--- src/design/grr_pkg.sv ---
`default_nettype none

package grr_pkg;

	localparam int DEF_MAX_GROUP  = 16;
	localparam int DEF_DATA_WIDTH = 32;
	localparam int CFG_W          = 5;
	localparam logic [CFG_W-1:0] GROUP_SIZE_RST = 5'd2;

	// per-cycle move of the cell row
	typedef enum logic [1:0] {
		CH_HOLD,
		CH_PUSH,   // new value into cell 0, all cells move up one
		CH_POP     // cell 0 leaves, all cells move down one
	} chain_op_t;

	typedef enum logic [1:0] {
		ST_IDLE,
		ST_REV,
		ST_FWD
	} state_t;

	typedef struct packed {
		chain_op_t op;
		logic      load;     // load output register this cycle
		logic      sel_idx;  // 1: indexed cell, 0: cell 0
		logic      run_end;
		logic      seq_end;
	} ctl_t;

endpackage

`default_nettype wire

--- src/design/group_reverse_reorder_top.sv ---
`default_nettype none

// channel   dir   handshake            payload
// --------  ----  -------------------  ------------------------------------
// in        in    in_valid / in_stall  item_value, final_item
// out       out   out_valid/out_stall  out_value, run_end, sequence_end
// cfg       in    cfg_valid/cfg_ready  cfg_data (group_size)
//
// An item that closes a group (or ends the sequence) is followed by one
// emit per buffered item, drained from the cell row through the single
// output register. arst_n clears the sequencer, item count and
// group_size (to 2); cell contents are not reset. in_stall is high while
// a group is being emitted; out_stall freezes emission without losing
// anything.

module group_reverse_reorder_top #(
	parameter int MAX_GROUP  = grr_pkg::DEF_MAX_GROUP,
	parameter int DATA_WIDTH = grr_pkg::DEF_DATA_WIDTH
) (
	input  wire logic                         clk,
	input  wire logic                         arst_n,
	// input items
	input  wire logic                         in_valid,
	output logic                              in_stall,
	input  wire logic signed [DATA_WIDTH-1:0] item_value,
	input  wire logic                         final_item,
	// results
	output logic                              out_valid,
	input  wire logic                         out_stall,
	output logic signed      [DATA_WIDTH-1:0] out_value,
	output logic                              run_end,
	output logic                              sequence_end,
	// configuration
	input  wire logic                         cfg_valid,
	output logic                              cfg_ready,
	input  wire logic [grr_pkg::CFG_W-1:0]    cfg_data
);
	import grr_pkg::*;

	localparam int CNT_W = $clog2(MAX_GROUP + 1);
	localparam int IDX_W = (MAX_GROUP > 1) ? $clog2(MAX_GROUP) : 1;

	logic [CFG_W-1:0]      group_size_q;
	ctl_t                  ctl;
	logic [IDX_W-1:0]      rd_idx;
	logic                  can_load;
	logic [DATA_WIDTH-1:0] cell_q [MAX_GROUP];
	logic [DATA_WIDTH-1:0] pick;

	logic                  out_valid_q;
	logic [DATA_WIDTH-1:0] out_value_q;
	logic                  run_end_q;
	logic                  seq_end_q;

	// config register, always ready; to be written only while the block is idle, which the block itself does not enforce
	assign cfg_ready = 1'b1;

	always_ff @(posedge clk or negedge arst_n) begin
		if (!arst_n)
			group_size_q <= GROUP_SIZE_RST;
		else if (cfg_valid)
			group_size_q <= cfg_data;
	end

	// output register frees up when empty or when its result is taken
	assign can_load = !out_valid_q || !out_stall;

	grr_ctrl #(
		.MAX_GROUP (MAX_GROUP),
		.CNT_W     (CNT_W),
		.IDX_W     (IDX_W)
	) u_ctrl (
		.clk        (clk),
		.arst_n     (arst_n),
		.in_valid   (in_valid),
		.final_item (final_item),
		.group_size (group_size_q),
		.can_load   (can_load),
		.in_stall   (in_stall),
		.ctl        (ctl),
		.rd_idx     (rd_idx)
	);

	// Cell row: newest item lives in cell 0. Push moves everything up one,
	// pop hands cell 0 out and moves everything down, so a popped group
	// comes out newest first. The top cell pops onto itself.
	for (genvar i = 0; i < MAX_GROUP; i++) begin : g_cell
		logic [DATA_WIDTH-1:0] push_in;
		logic [DATA_WIDTH-1:0] pop_in;

		if (i == 0) begin : g_first
			assign push_in = item_value;
		end else begin : g_mid
			assign push_in = cell_q[i-1];
		end

		if (i == MAX_GROUP - 1) begin : g_last
			assign pop_in = cell_q[i];
		end else begin : g_up
			assign pop_in = cell_q[i+1];
		end

		grr_cell #(
			.DATA_WIDTH (DATA_WIDTH)
		) u_cell (
			.clk     (clk),
			.op      (ctl.op),
			.push_in (push_in),
			.pop_in  (pop_in),
			.q       (cell_q[i])
		);
	end

	// Incomplete tail of a sequence goes out oldest first: read the row
	// from the top of the filled part downward without moving it.
	assign pick = ctl.sel_idx ? cell_q[rd_idx] : cell_q[0];

	always_ff @(posedge clk or negedge arst_n) begin
		if (!arst_n)
			out_valid_q <= 1'b0;
		else if (can_load)
			out_valid_q <= ctl.load;
	end

	always_ff @(posedge clk) begin
		if (ctl.load) begin
			out_value_q <= pick;
			run_end_q   <= ctl.run_end;
			seq_end_q   <= ctl.seq_end;
		end
	end

	assign out_valid    = out_valid_q;
	assign out_value    = out_value_q;
	assign run_end      = run_end_q;
	assign sequence_end = seq_end_q;

endmodule

`default_nettype wire

--- src/design/grr_cell.sv ---
`default_nettype none

module grr_cell #(
	parameter int DATA_WIDTH = grr_pkg::DEF_DATA_WIDTH
) (
	input  wire logic                    clk,
	input  wire grr_pkg::chain_op_t      op,
	input  wire logic [DATA_WIDTH-1:0]   push_in,
	input  wire logic [DATA_WIDTH-1:0]   pop_in,
	output logic      [DATA_WIDTH-1:0]   q
);
	import grr_pkg::*;

	logic [DATA_WIDTH-1:0] val_q;

	always_ff @(posedge clk) begin
		unique case (op)
			CH_PUSH: val_q <= push_in;
			CH_POP:  val_q <= pop_in;
			default: val_q <= val_q;
		endcase
	end

	assign q = val_q;

endmodule

`default_nettype wire

--- src/design/grr_ctrl.sv ---
`default_nettype none

module grr_ctrl #(
	parameter int MAX_GROUP = grr_pkg::DEF_MAX_GROUP,
	parameter int CNT_W     = $clog2(MAX_GROUP + 1),
	parameter int IDX_W     = (MAX_GROUP > 1) ? $clog2(MAX_GROUP) : 1
) (
	input  wire logic                      clk,
	input  wire logic                      arst_n,
	input  wire logic                      in_valid,
	input  wire logic                      final_item,
	input  wire logic [grr_pkg::CFG_W-1:0] group_size,
	input  wire logic                      can_load,
	output logic                           in_stall,
	output grr_pkg::ctl_t                  ctl,
	output logic      [IDX_W-1:0]          rd_idx
);
	import grr_pkg::*;

	localparam int KW = (CNT_W > CFG_W) ? CNT_W : CFG_W;

	state_t           state_q, state_d;
	logic [CNT_W-1:0] cnt_q, cnt_d;
	logic [CNT_W-1:0] rem_q, rem_d;
	logic             last_q, last_d;

	logic [CNT_W-1:0] n;
	logic [KW-1:0]    k_eff;
	logic [KW-1:0]    gs_ext;

	assign n      = cnt_q + CNT_W'(1);
	assign gs_ext = KW'(group_size);

	always_comb begin
		priority if (gs_ext == '0)
			k_eff = KW'(1);
		else if (gs_ext > KW'(MAX_GROUP))
			k_eff = KW'(MAX_GROUP);
		else
			k_eff = gs_ext;
	end

	assign rd_idx = IDX_W'(rem_q - CNT_W'(1));

	always_ff @(posedge clk or negedge arst_n) begin
		if (!arst_n) begin
			state_q <= ST_IDLE;
			cnt_q   <= '0;
			rem_q   <= '0;
			last_q  <= 1'b0;
		end else begin
			state_q <= state_d;
			cnt_q   <= cnt_d;
			rem_q   <= rem_d;
			last_q  <= last_d;
		end
	end

	always_comb begin
		state_d     = state_q;
		cnt_d       = cnt_q;
		rem_d       = rem_q;
		last_d      = last_q;
		in_stall    = 1'b1;
		ctl.op      = CH_HOLD;
		ctl.load    = 1'b0;
		ctl.sel_idx = 1'b0;
		ctl.run_end = (rem_q == CNT_W'(1));
		ctl.seq_end = 1'b0;
		unique case (state_q)
			ST_IDLE: begin
				in_stall = 1'b0;
				if (in_valid) begin
					ctl.op = CH_PUSH;
					last_d = final_item;
					rem_d  = n;
					if (KW'(n) >= k_eff) begin
						state_d = ST_REV;
						cnt_d   = '0;
					end else if (final_item) begin
						state_d = ST_FWD;
						cnt_d   = '0;
					end else begin
						cnt_d = n;
					end
				end
			end
			ST_REV: begin
				ctl.seq_end = ctl.run_end && last_q;
				if (can_load) begin
					ctl.load = 1'b1;
					ctl.op   = CH_POP;
					rem_d    = rem_q - CNT_W'(1);
					if (ctl.run_end)
						state_d = ST_IDLE;
				end
			end
			ST_FWD: begin
				ctl.sel_idx = 1'b1;
				ctl.seq_end = ctl.run_end;
				if (can_load) begin
					ctl.load = 1'b1;
					rem_d    = rem_q - CNT_W'(1);
					if (ctl.run_end)
						state_d = ST_IDLE;
				end
			end
			default: begin
				state_d = ST_IDLE;
			end
		endcase
	end

endmodule

`default_nettype wire

--- config.mk ---
export PLATFORM = sky130hd
export DESIGN_NAME = group_reverse_reorder_top
export DESIGN_NICKNAME = d
export VERILOG_FILES = /design/src/design/grr_pkg.sv /design/src/design/group_reverse_reorder_top.sv /design/src/design/grr_cell.sv /design/src/design/grr_ctrl.sv
export SDC_FILE = /design/constraint.sdc
export NUM_CORES = 1
export LEC_CHECK = 0
export BUFFER_PORTS_ARGS = -buffer_cell sky130_fd_sc_hd__buf_2
export CORE_MARGIN = 2
export CORE_UTILIZATION = 31
export CTS_BUF_LIST = sky130_fd_sc_hd__clkbuf_4 sky130_fd_sc_hd__clkbuf_8
export DETAILED_ROUTE_END_ITERATION = 8
export PLACE_DENSITY = 0.52
export RECOVER_POWER = 100
export SYNTH_ARGS = -nofsm -noshare
export SYNTH_HDL_FRONTEND = slang
export SYNTH_SLANG_ARGS = --single-unit
--- constraint.sdc ---
create_clock -name clk -period 33.2 [get_ports clk]
set_input_delay 1.66 -clock clk [delete_from_list [all_inputs] [get_ports clk]]
set_output_delay 1.66 -clock clk [all_outputs]
set_load 0.01 [all_outputs]
Word level (Yosys, flattened, before mapping)

Cells that the tools add are included.

Output and inout port bits: 37
Flip-flop bits (word level): 565
Logic and storage cells: 92
Bits of input ports: 43

Order comparisons: 3
Bitwise operators: 1
Add/subtract/negate cells: 2
Muxes and demuxes: 40
Eq/ne operators: 9
Reductions and logical operators: 12

Operators by type and width:

| operator              | count |
|---|---|
| $pmux W32 S2          | 15 |
| $bmux W32 S4          | 1 |
| $mux W32              | 3 |
| $mux W5               | 6 |
| $mux W2               | 5 |
| $pmux W5 S2           | 1 |
| $pmux W2 S2           | 2 |
| $add A5 B1 Y5 const B | 1 |
| $eq A5 B1 Y1 const B  | 1 |
| $ge A5 B5 Y1          | 1 |
| $ge A5 B5 Y1 const B  | 1 |
| $gt A5 B5 Y1 const B  | 1 |
| $logic_not A5 Y1      | 1 |
| $not A4 Y5            | 1 |
| $sub A5 B1 Y5 const B | 1 |
| $eq A2 B1 Y1 const B  | 2 |
| $eq A2 B2 Y1 const B  | 2 |
| $mux W1               | 4 |
| $ne A2 B1 Y1 const B  | 2 |
| $pmux W1 S2           | 2 |
| $reduce_and A4 Y1     | 1 |
| $reduce_bool A2 Y1    | 2 |
| $mux W3               | 1 |
| $ne A3 B2 Y1 const B  | 1 |
| other kinds (8)       | 9 |

Depth between registers and ports, before layout

Gate-level depths: netlist of the first run.

Depth in word-level cells: 7
Mapped depth: 11
Gate-level depth less buffers: 9

Hierarchy

A second synthesis of the first run with hierarchy kept.

Cell total of the unflattened synthesis: 1598
Area, all modules: 31113.6 µm²

Modules (own cells, without submodules):

| module                    | instances | sequential area each (µm²) | area each (µm²) | cells each |
|---|---|---|---|---|
| grr_cell                  | 16        | 960.9                      | 1525.2          | 71 |
| group_reverse_reorder_top | 1         | 1172.4                     | 5755.5          | 358 |
| grr_ctrl                  | 1         | 325.3                      | 954.7           | 104 |

Worst setup path before layout of the first run

OpenSTA, ideal clock, no wires.

Path kind: input port to flip-flop
Start: input port in_valid
End: register g_cell[0].u_cell.val_q[0] (enable)
Data required time: 32371 ps
Stages: 3
Library setup time: 829 ps
Buffers on the path: 0
Arrival: 11402 ps
Setup slack: 20969 ps
Cell sequence: nand2_1 > ha_1 > inv_1

Longest elaborated chain between the ends: 4
Elaborated cells on any way between the ends: 5
Those cells by class: eq/ne: 2; mux: 2; reduce/logical: 1

Ends and longest elaborated chain:

| element                                      | RTL line                        | text |
|---|---|---|
| start, declared                              | group_reverse_reorder_top.sv:23 | `input wire logic in_valid,` |
| $mux W1 *                                    | grr_ctrl.sv:73                  | `if (in_valid) begin` |
| $pmux W2 S2 *                                | grr_ctrl.sv:70                  | `unique case (state_q)` |
| $eq A2 B1 Y1 or $eq A2 B2 Y1 (tied branches) | -                               |  |
| $reduce_bool A2 Y1 (no line) *               | -                               |  |
| end signal, assigned                         | grr_cell.sv:18                  | `CH_PUSH: val_q <= push_in;` |
| end signal, assigned                         | grr_cell.sv:19                  | `CH_POP: val_q <= pop_in;` |
| end signal, assigned                         | grr_cell.sv:20                  | `default: val_q <= val_q;` |
| end, declared                                | grr_cell.sv:14                  | `logic [DATA_WIDTH-1:0] val_q;` |

Every way passes the cells marked *; elsewhere a longest branch is shown, timed or not.
A chain may end at the register's enable or synchronous reset.

Worst setup path in the final report of the first run

Start: input port out_stall
End: register g_cell[0].u_cell.val_q[19] (enable)

Longest elaborated chain between the ends: 6
Elaborated cells on any way between the ends: 7
Those cells by class: eq/ne: 2; mux: 2; reduce/logical: 3

Ends and longest elaborated chain:

| element                                      | RTL line                        | text |
|---|---|---|
| start, declared                              | group_reverse_reorder_top.sv:29 | `input wire logic out_stall,` |
| $logic_not A1 Y1 *                           | group_reverse_reorder_top.sv:66 | `assign can_load = !out_valid_q \|\| !out_stall;` |
| $logic_or A1 B1 Y1 *                         | group_reverse_reorder_top.sv:66 |  |
| $mux W3 *                                    | grr_ctrl.sv:90                  | `if (can_load) begin` |
| $pmux W2 S2 *                                | grr_ctrl.sv:70                  |  |
| $eq A2 B1 Y1 or $eq A2 B2 Y1 (tied branches) | -                               |  |
| $reduce_bool A2 Y1 (no line) *               | -                               |  |

Marked as above.

==> summary.txt, run 1 <==
Global routing
  • Overall overflow remaining after global route: 0
  • Initial antenna violation count: 3
  • Global routing usage summed across all routing layers: 12.4%
  • Wire length of the first global-routing pass: 88800 um
  • Maximum number of pins on one net before global-route repair: around 110
  • Number of global-route vias before repair: 15.1k

Clock tree
  • Quantity of gates resized following cts: 0
  • Level count of the clock H-tree: 3
  • Total setup buffers inserted after CTS: 0
  • Root Buffer Master: clkbuf_8
  • Worst-case clock buffer depth: 3
  • Quantity of hold-fixing buffers added after cts: 0
  • TritonCTS sink count: approximately 570
  • Clock slew seen by the registers of the worst setup and hold paths: 0.05 ns
  • Number of CTS-inserted buffers: slightly above 100
  • Clock tree from TritonCTS: done
  • Clock Latency Late Sink: 0.72 ns

Yosys
  • Most instantiated library cell after synthesis: edfxtp_1
  • Total of flip-flops plus latches after synthesis: about 570
  • Total number of yosys warnings: 0
  • Dominant synthesized flop cell: edfxtp_1
  • Yosys cell types: 42
  • Mapped Nets: 1572
  • Cell Area, Synth: 0.0277 mm^2
  • Post-synth EDFFs: 546
  • Synthesized instance count: 1515
  • Async S/R FF share, synth: about 3.4%
  • Part of the Yosys area used for sequential elements: 61.0%
  • Cell types with the highest counts after synthesis: edfxtp_1 (546), mux2_2 (485), mux4_2 (128)
  • Mapped Avg Cell Area: 18.3 um^2
  • Top cells by area, synth: edfxtp_1 (59%), mux2_2 (20%), mux4_2 (10%), mux2i_1 (2.3%), dfrtp_1 (1.6%)
  • Area share of the leading cell type in the synthesized netlist: 59.2%
  • Top cell type by total area after synthesis: edfxtp_1

Final layout
  • Final cell utilization of the core: approximately a third
  • Area growth from synthesis to final layout: 11.6%
  • Number of nets in the layout: 1675
  • Fraction of final layout cells with drive strength greater than 1: 48.6%

Pwr
  • Power Dens Cells: 115 mW/mm^2
  • Worst-case vdd ir drop: 66.1 uV
  • Leakage power figure: 0.0101 uW
  • Post-layout power: 3560 uW

Worst setup path
  • Critical path's most frequent cell: clkbuf_1
  • Type of the worst setup path: primary input to flop
  • R2r setup slk: just under 20 ns
  • Cells along the critical path: clkbuf_1 > nand2_1 > nand2_1 > inv_1 > ha_1 > clkinvlp_2 > clkbuf_1 > clkbuf_1 > clkbuf_1
  • Start point of the critical path: out_stall
  • Arrival @ worst endpoint: 14.29 ns
  • Max stage delay on crit path: around 3.3 ns
  • Highest fanout seen on the critical path: 113
  • Cell at the slowest stage of the critical path: clkbuf_1
  • Startpoint of the most critical register-to-register path: u_ctrl.state_q[0]$_DFFE_PN0P_
  • Data required time at the worst endpoint: 33.41 ns
  • Reg2Reg Capture Point: g_cell[0].u_cell.q[19]$_DFFE_PP_
  • Category of the worst setup path capture point: flop
  • Logic depth of the worst register-to-register path: 8
  • Capture point of the worst path: g_cell[0].u_cell.q[19]$_DFFE_PP_
  • Element type at the critical path start: primary input

Detailed routing
  • Via total after detailed routing: 14.1k
  • Number of iterations in the first detailed-routing pass: 4
  • Drc violations: 0
  • Average vias per placed instance: 4.92
  • Per-cell routed wire length: 19.7 um
  • Total Routed Length: 56300 um
  • Number of nets with antenna violations after detailed routing: 0
  • Initial drt markers: 827

Timing
  • Worst Tran Pin Value: about 5 ns
  • Clock period minus worst slack: 14.07 ns
  • Share of the cycle needed by the critical path after routing: 42.4%
  • Worst Skew: 0.0452 ns
  • Unrepaired setup endpoints after global routing: false
  • Hold Violations, Final: 0
  • Count of pins over their slew limit: 1223
  • Final setup violation count: 0
  • Setup_tns: 0 ns
  • Tightest slew margin relative to the limit: -232%
  • Achievable Freq: 0.0711 GHz

Floorplanning
  • Placement row count: 109
  • Height of the die: 303 um
  • Initial core utilization: 31.3%
  • Floorplan die area: 0.0917 mm^2
  • Core area: ~0.088 mm^2
  • Width of the die: 303 um
  • # IOs: 80

Flow run
  • Total of max-cap violations: 19

Min path
  • Path class of the lowest-slack min-delay path: flop to flop
  • Hold Crit Start: g_cell[14].u_cell.q[13]$_DFFE_PP_

Placed design
  • HPWL after detailed placement: 31100 um
  • GP Congestion: just under 0.7
  • Port Buffers: 78

Status
  • Failing checks: capacitance limit, slew limit
  • Outcome: finished, violations left
[metal layers]
| metal | wire, um | up-vias | global-route usage, % |
|---|---|---|---|
| met5 | 0 | - | 0 |
| met4 | 1160 | 0 | 4.39 |
| met3 | 2110 | 83 | 2.30 |
| met2 | 27000 | 232 | 19.9 |
| met1 | 26000 | 7339 | 16.7 |
| li1 | - | 6412 | - |
[cells by family (layout without fill, tap and decap cells)]
family	count (synthesis)	in the layout	share of synthesized area, %
buffers and inverters	114	294	2.38
AO/OA/AOI/OAI	65	65	1.77
AND/OR/NAND/NOR	74	74	1.55
XOR/XNOR	5	5	0.226
multiplexers	677	677	32.5
flip-flops	565	565	61.0
other	1	2	0.0135
adder cells (fa/ha/maj)	14	14	0.633
[registers in the layout, summed over array words and instances, names as in the netlist]
name and cells:
g_cell.u_cell.q 512, out_value 32, group_size_q 5, u_ctrl.cnt_q 5
u_ctrl.rem_q 5, u_ctrl.state_q 2, out_valid 1, run_end 1
sequence_end 1, u_ctrl.last_q 1
[area by class of cell]
class / count / area [um^2]
Timing Repair Buffer: 100 / 449
Antenna cell: 1 / 2.50
Fill cell: 8428 / 57500
Clock inverter: 38 / 225
Inverter: 13 / 50.0
Sequential cell: 565 / 16900
Tap cell: 1165 / 1460
Multi-Input combinational cell: 836 / 10100
Clock buffer: 143 / 1720
[through the flow]
stage | hold slack (ns) | cell area, um^2 | cells | worst slack (ns)
floorplan | 0.438 | 27700 | 1515 | 20.97
global placement | 0.447 | 29100 | 2679 | 27.17
detailed placement | 0.456 | 29100 | 2679 | 27.03
CTS | 0.464 | 31100 | 2860 | 27.85
global route | 0.480 | 30900 | 2861 | 17.51
finish | 0.458 | 30900 | 2861 | 19.13
[worst max-delay path, delay by kind of cell]
family | cells | cell delay, ns
buffers and inverters | 6 | 11.93
adder cells (fa/ha/maj) | 1 | 0.28
AND/OR/NAND/NOR | 2 | 0.26
[layout by cell type, fill, tap and decap left out, drive strengths merged, types with 17 or more instances in the layout]
| cell | count |
|---|---|
| clkinv | 33 |
| nand2 | 18 |
| edfxtp | 546 |
| o221ai | 32 |
| dfrtp | 18 |
| buf | 45 |
| clkbuf | 198 |
| mux4 | 128 |
| mux2 | 485 |
| inv | 17 |
| nand2b | 38 |
| mux2i | 64 |
[power by group]
| part | switching, uW | leakage [uW] | internal [uW] |
|---|---|---|---|
| combinational | 697 | 0.00364 | 703 |
| sequential | 199 | 0.00539 | 1320 |
| clock | 300 | 0.00104 | 336 |
[worst min path at each step]
stage                                   endpoint  slack [ns]  cells past startpoint
2_1_floorplan  g_cell[15].u_cell.q[22]$_DFFE_PN_        0.44                      0
6_report       g_cell[15].u_cell.q[13]$_DFFE_PN_        0.46                      0
3_5_place_dp   g_cell[15].u_cell.q[27]$_DFFE_PN_        0.46                      0
3_3_place_gp   g_cell[15].u_cell.q[30]$_DFFE_PN_        0.45                      0
5_1_grt        g_cell[15].u_cell.q[13]$_DFFE_PN_        0.48                      0
4_1_cts        g_cell[15].u_cell.q[13]$_DFFE_PN_        0.46                      0
No activity file was read; power rests on OpenSTA's default activity.
==> run 2, diff against run 1 <==
- ABC_AREA: unset -> 1
- PLACE_DENSITY: 0.52 -> 0.54
- clock period: 33.2 -> 11.78 ns (I/O delays scaled with it)
==> run 2 against run 1 <==
Combinational power increased to 3.2 times the previous value. Largest power group unchanged. Sequential share of layout area decreased by 0.88 points. The run still ends with capacitance limit, slew limit left. First-iteration DRC count increased by 120%. Clock skew decreased by 0.024 ns. Utilization decreased by 0.70 points.
==> summary.txt, run 2 <==
Pwr
  • Power Dens Cells: 344 mW/mm^2 (was 115 mW/mm^2)
  • Part of the power in registers: 42.8% (was 42.7%)
  • Switching pwr: 4640 uW (was 1200 uW)
  • Clk pwr share: 15.8% (was 17.9%)
  • Leakage power figure: 0.0125 uW (was 0.0101 uW)
  • Worst-case vdd ir drop: 227 uV (was 66.1 uV)
  • Switch share: 42.9% (was 33.6%)
  • Gate power share: 41.4% (was 39.4%)
  • Total internal power: 6170 uW (was 2360 uW)

Clock tree
  • Root Buffer Master: clkbuf_8 (unchanged)
  • Level count of the clock H-tree: 3 (unchanged)
  • Clock slew seen by the registers of the worst setup and hold paths: 0.06 ns (was 0.05 ns)
  • Total setup buffers inserted after CTS: 0 (unchanged)
  • Clock Latency Late Sink: 0.70 ns (was 0.72 ns)
  • Number of CTS-inserted buffers: 95 (was 102)
  • Quantity of gates resized following cts: 0 (unchanged)
  • Worst-case clock buffer depth: 3 (unchanged)
  • Clock tree from TritonCTS: done (unchanged)
  • TritonCTS sink count: 565 (unchanged)

Detailed routing
  • Per-cell routed wire length: 15.6 um (was 19.7 um)
  • Initial drt markers: 1854 (was 827)
  • Via total after detailed routing: 21.4k (was 14.1k)
  • Number of nets with antenna violations after detailed routing: 0 (unchanged)
  • Average vias per placed instance: 4.79 (was 4.92)
  • Number of iterations in the first detailed-routing pass: 7 (was 4)
  • Total Routed Length: 69700 um (was 56300 um)
  • Drc violations: 0 (unchanged)

Yosys
  • Cell types with the highest counts after synthesis: nand2_1 (1027), edfxtp_1 (546), nand3_1 (396) (was edfxtp_1 (546), mux2_2 (485), mux4_2 (128))
  • Xor-xnor portion of the synthesized cell area: 0.188% (was 0.226%)
  • Fraction of the mapped netlist area in compound gates: 8.26% (was 1.77%)
  • Mapped Nets: 3273 (was 1572)
  • Mux share of post-synthesis cell area: 1.37% (was 32.5%)
  • Area fraction in and, or, nand and nor cells after synthesis: 23.5% (was 1.55%)
  • Total of flip-flops plus latches after synthesis: 565 (unchanged)
  • Total number of yosys warnings: 0 (unchanged)
  • Largest family of logic cells by synthesized area: simple AND/OR/NAND/NOR gates (was multiplexers)
  • Yosys cell types: 26 (was 42)
  • Mapped Avg Cell Area: 8.91 um^2 (was 18.3 um^2)
  • Post-synth EDFFs: 546 (unchanged)
  • Top cells by area, synth: edfxtp_1 (57%), nand2_1 (13%), nand3_1 (6.9%), o21ai_0 (4.2%), a21oi_1 (4.0%) (was edfxtp_1 (59%), mux2_2 (20%), mux4_2 (10%), mux2i_1 (2.3%), dfrtp_1 (1.6%))
  • Most instantiated library cell after synthesis: nand2_1 (was edfxtp_1)
  • Async S/R FF share, synth: 3.36% (unchanged)
  • Adder-cell share of the synthesized area: 0.611% (was 0.633%)
  • Cell Area, Synth: 0.0287 mm^2 (was 0.0277 mm^2)
  • Synthesized instance count: 3216 (was 1515)
  • Area share of the leading cell type in the synthesized netlist: 57.2% (was 59.2%)
  • Top cell type by total area after synthesis: edfxtp_1 (unchanged)
  • Dominant synthesized flop cell: edfxtp_1 (unchanged)
  • Part of the Yosys area used for sequential elements: 58.9% (was 61.0%)

Global routing
  • Initial antenna violation count: 1 (was 3)
  • Global routing usage summed across all routing layers: 14.6% (was 12.4%)
  • Maximum number of pins on one net before global-route repair: 253 (was 114)
  • Overall overflow remaining after global route: 0 (unchanged)
  • Wire length of the first global-routing pass: 111000 um (was 88800 um)
  • Number of global-route vias before repair: 20.1k (was 15.1k)

Timing
  • Count of pins over their slew limit: 757 (was 1223)
  • Share of the cycle needed by the critical path after routing: 66.6%
  • Setup ws final: 3.94 ns (was 19.13 ns)
  • Worst Tran Pin Value: 4.35 ns (was 4.99 ns)
  • Setup_tns: 0 ns (unchanged)
  • Final setup violation count: 0 (unchanged)
  • Achievable Freq: roughly 0.13 GHz
  • Clock period minus worst slack: between 7 and 8 ns
  • Worst Skew: 0.0210 ns (was 0.0452 ns)
  • Unrepaired setup endpoints after global routing: false (unchanged)
  • Hold Violations, Final: 0 (unchanged)
  • Tightest slew margin relative to the limit: -190% (was -232%)

Worst setup path
  • Element type at the critical path start: flop (was primary input)
  • Type of the worst setup path: flop to flop (was primary input to flop)
  • Category of the worst setup path capture point: flop (unchanged)
  • Highest fanout seen on the critical path: 106 (was 113)
  • Arrival @ worst endpoint: 8.28 ns (was 14.29 ns)
  • Data required time at the worst endpoint: 12.22 ns (was 33.41 ns)

Status
  • Failing checks: capacitance limit, slew limit (unchanged)
  • Outcome: finished, violations left (unchanged)

Final layout
  • Final cell utilization of the core: 34.3% (was 35.0%)
  • Most frequent standard cell in the layout excluding fill and tap cells: nand2_1 (was edfxtp_1)
  • Fillers: 9599 (was 8428)
  • Commonest cells after routing, fill and taps aside: nand2_1 (1025), edfxtp_1 (546), nand3_1 (397) (was edfxtp_1 (546), mux2_2 (485), mux4_2 (128))
  • Multi-input gate area: 0.00975 mm^2 (was 0.0101 mm^2)
  • Area growth from synthesis to final layout: 9.54% (was 11.6%)
  • Sequential cell area: 0.0169 mm^2 (unchanged)
  • Number of nets in the layout: 3258 (was 1675)
  • Fraction of final layout cells with drive strength greater than 1: 7.67% (was 48.6%)
  • Number of flip-flops in the largest register: 512 (unchanged)

Floorplanning
  • Core area: 0.0917 mm^2 (was 0.0884 mm^2)
  • Width of the die: 308 um (was 303 um)
  • Placement row count: 111 (was 109)
  • Initial core utilization: 31.3% (about the same)
  • Height of the die: 308 um (was 303 um)
  • Floorplan die area: 0.0949 mm^2 (was 0.0917 mm^2)
  • # IOs: 80 (unchanged)

Flow run
  • Total of max-cap violations: 10 (was 19)

Placed design
  • Port Buffers: 78 (unchanged)
  • Worst slack at placement: 7.22 ns (was 27.03 ns)
  • GP Congestion: 0.727 (was 0.693)
  • HPWL after detailed placement: 37700 um (was 31100 um)

Min path
  • Path class of the lowest-slack min-delay path: primary input to flop (was flop to flop)
==> run 2: cell count changes in the layout (fill, tap and decap cells not counted), moves of 215 or more <==
cell,previous run,this run
a21oi_1,12,227
inv_1,12,246
mux2_2,485,35
nand2_1,18,1025
nand3_1,7,397
nor2_1,3,231
o21ai_0,11,238
==> run 2: what timing repair did <==
action | in CTS | in global routing
endpoints found under the setup margin | 0 | 0
endpoints found under the hold margin | 18 | 0
hold buffers | 1 | 0
==> run 2: path summary, 6_finish.rpt <==
kind	slack (ns)	endpoint	startpoint	cells after the start
worst min register to register	0.49	g_cell[15].u_cell.q[14]$_DFFE_PN_	g_cell[14].u_cell.q[14]$_DFFE_PP_	0
worst max-delay path	3.94	out_value[5]$_DFFE_PP_	u_ctrl.rem_q[0]$_DFFE_PN0P_	10
min in group asynchronous	0.63	group_size_q[4]$_DFFE_PN0P_	arst_n	2
max in group asynchronous	10.48	u_ctrl.rem_q[3]$_DFFE_PN0P_	arst_n	2
worst max register to register	3.94	out_value[5]$_DFFE_PP_	u_ctrl.rem_q[0]$_DFFE_PN0P_	10
worst min-delay path	0.11	group_size_q[3]$_DFFE_PN0P_	cfg_data[3]	3
==> run 2: stage by stage <==
| stage | cell area (um^2) | instances | total power (uW) | hold slack (ns) |
|---|---|---|---|---|
| after floorplan | 28700 | 3216 | 8140 | 0.293 |
| final | 31400 | 4460 | 10800 | 0.114 |
| after CTS | 31500 | 4459 | 10900 | 0.0393 |
| after global routing | 31400 | 4460 | 11800 | 0.103 |
| after global placement | 29700 | 4289 | 9100 | 0.464 |
| after detailed placement | 29700 | 4289 | 9150 | 0.472 |
==> run 2: power by group through the flow <==
stage	logic, uW	clock network, uW	registers, uW
detailed placement	4540	0	4610
global route	5160	1840	4780
floorplan	3410	0	4720
global placement	4480	0	4620
CTS	4540	1760	4590
finish	4480	1700	4630
==> run 2: routing by layer <==
layer	track usage [%]	vias up	share of wire, %
met2	23.2	460	46
met4	4.62	0	2.0
li1	-	10700	-
met5	0	-	0
met1	20.4	10100	47
met3	2.26	90	5.0
==> run 2: worst max-delay path, stage by stage (launching register included) <==
cell and delay (ns):
dfrtp_1 2.01, inv_8 0.73, nand3_1 0.42, xor2_4 0.16
clkbuf_1 2.34, inv_1 0.88, buf_4 0.60, nand2_1 0.17
nand2_1 0.07, nand2_1 0.06, nand2_1 0.06
==> run 2: cells by family (layout without fill, tap and decap cells) <==
family | after synthesis | after routing
adder cells (fa/ha/maj) | 14 | 14
buffers and inverters | 467 | 524
flip-flops | 565 | 565
other | 1 | 2
XOR/XNOR | 4 | 4
multiplexers | 35 | 35
AND/OR/NAND/NOR | 1659 | 1659
AO/OA/AOI/OAI | 471 | 471
==> run 2: area by class of cell <==
class / count / share of cell area [%]
inverters: 250 / 3.04
flip-flops and latches: 565 / 53.7
diodes: 1 / 0.00797
clock buffers: 133 / 5.19
multi-input cells: 2184 / 31.0
clock inverters: 36 / 0.506
repair buffers: 105 / 1.75
well taps: 1186 / 4.73
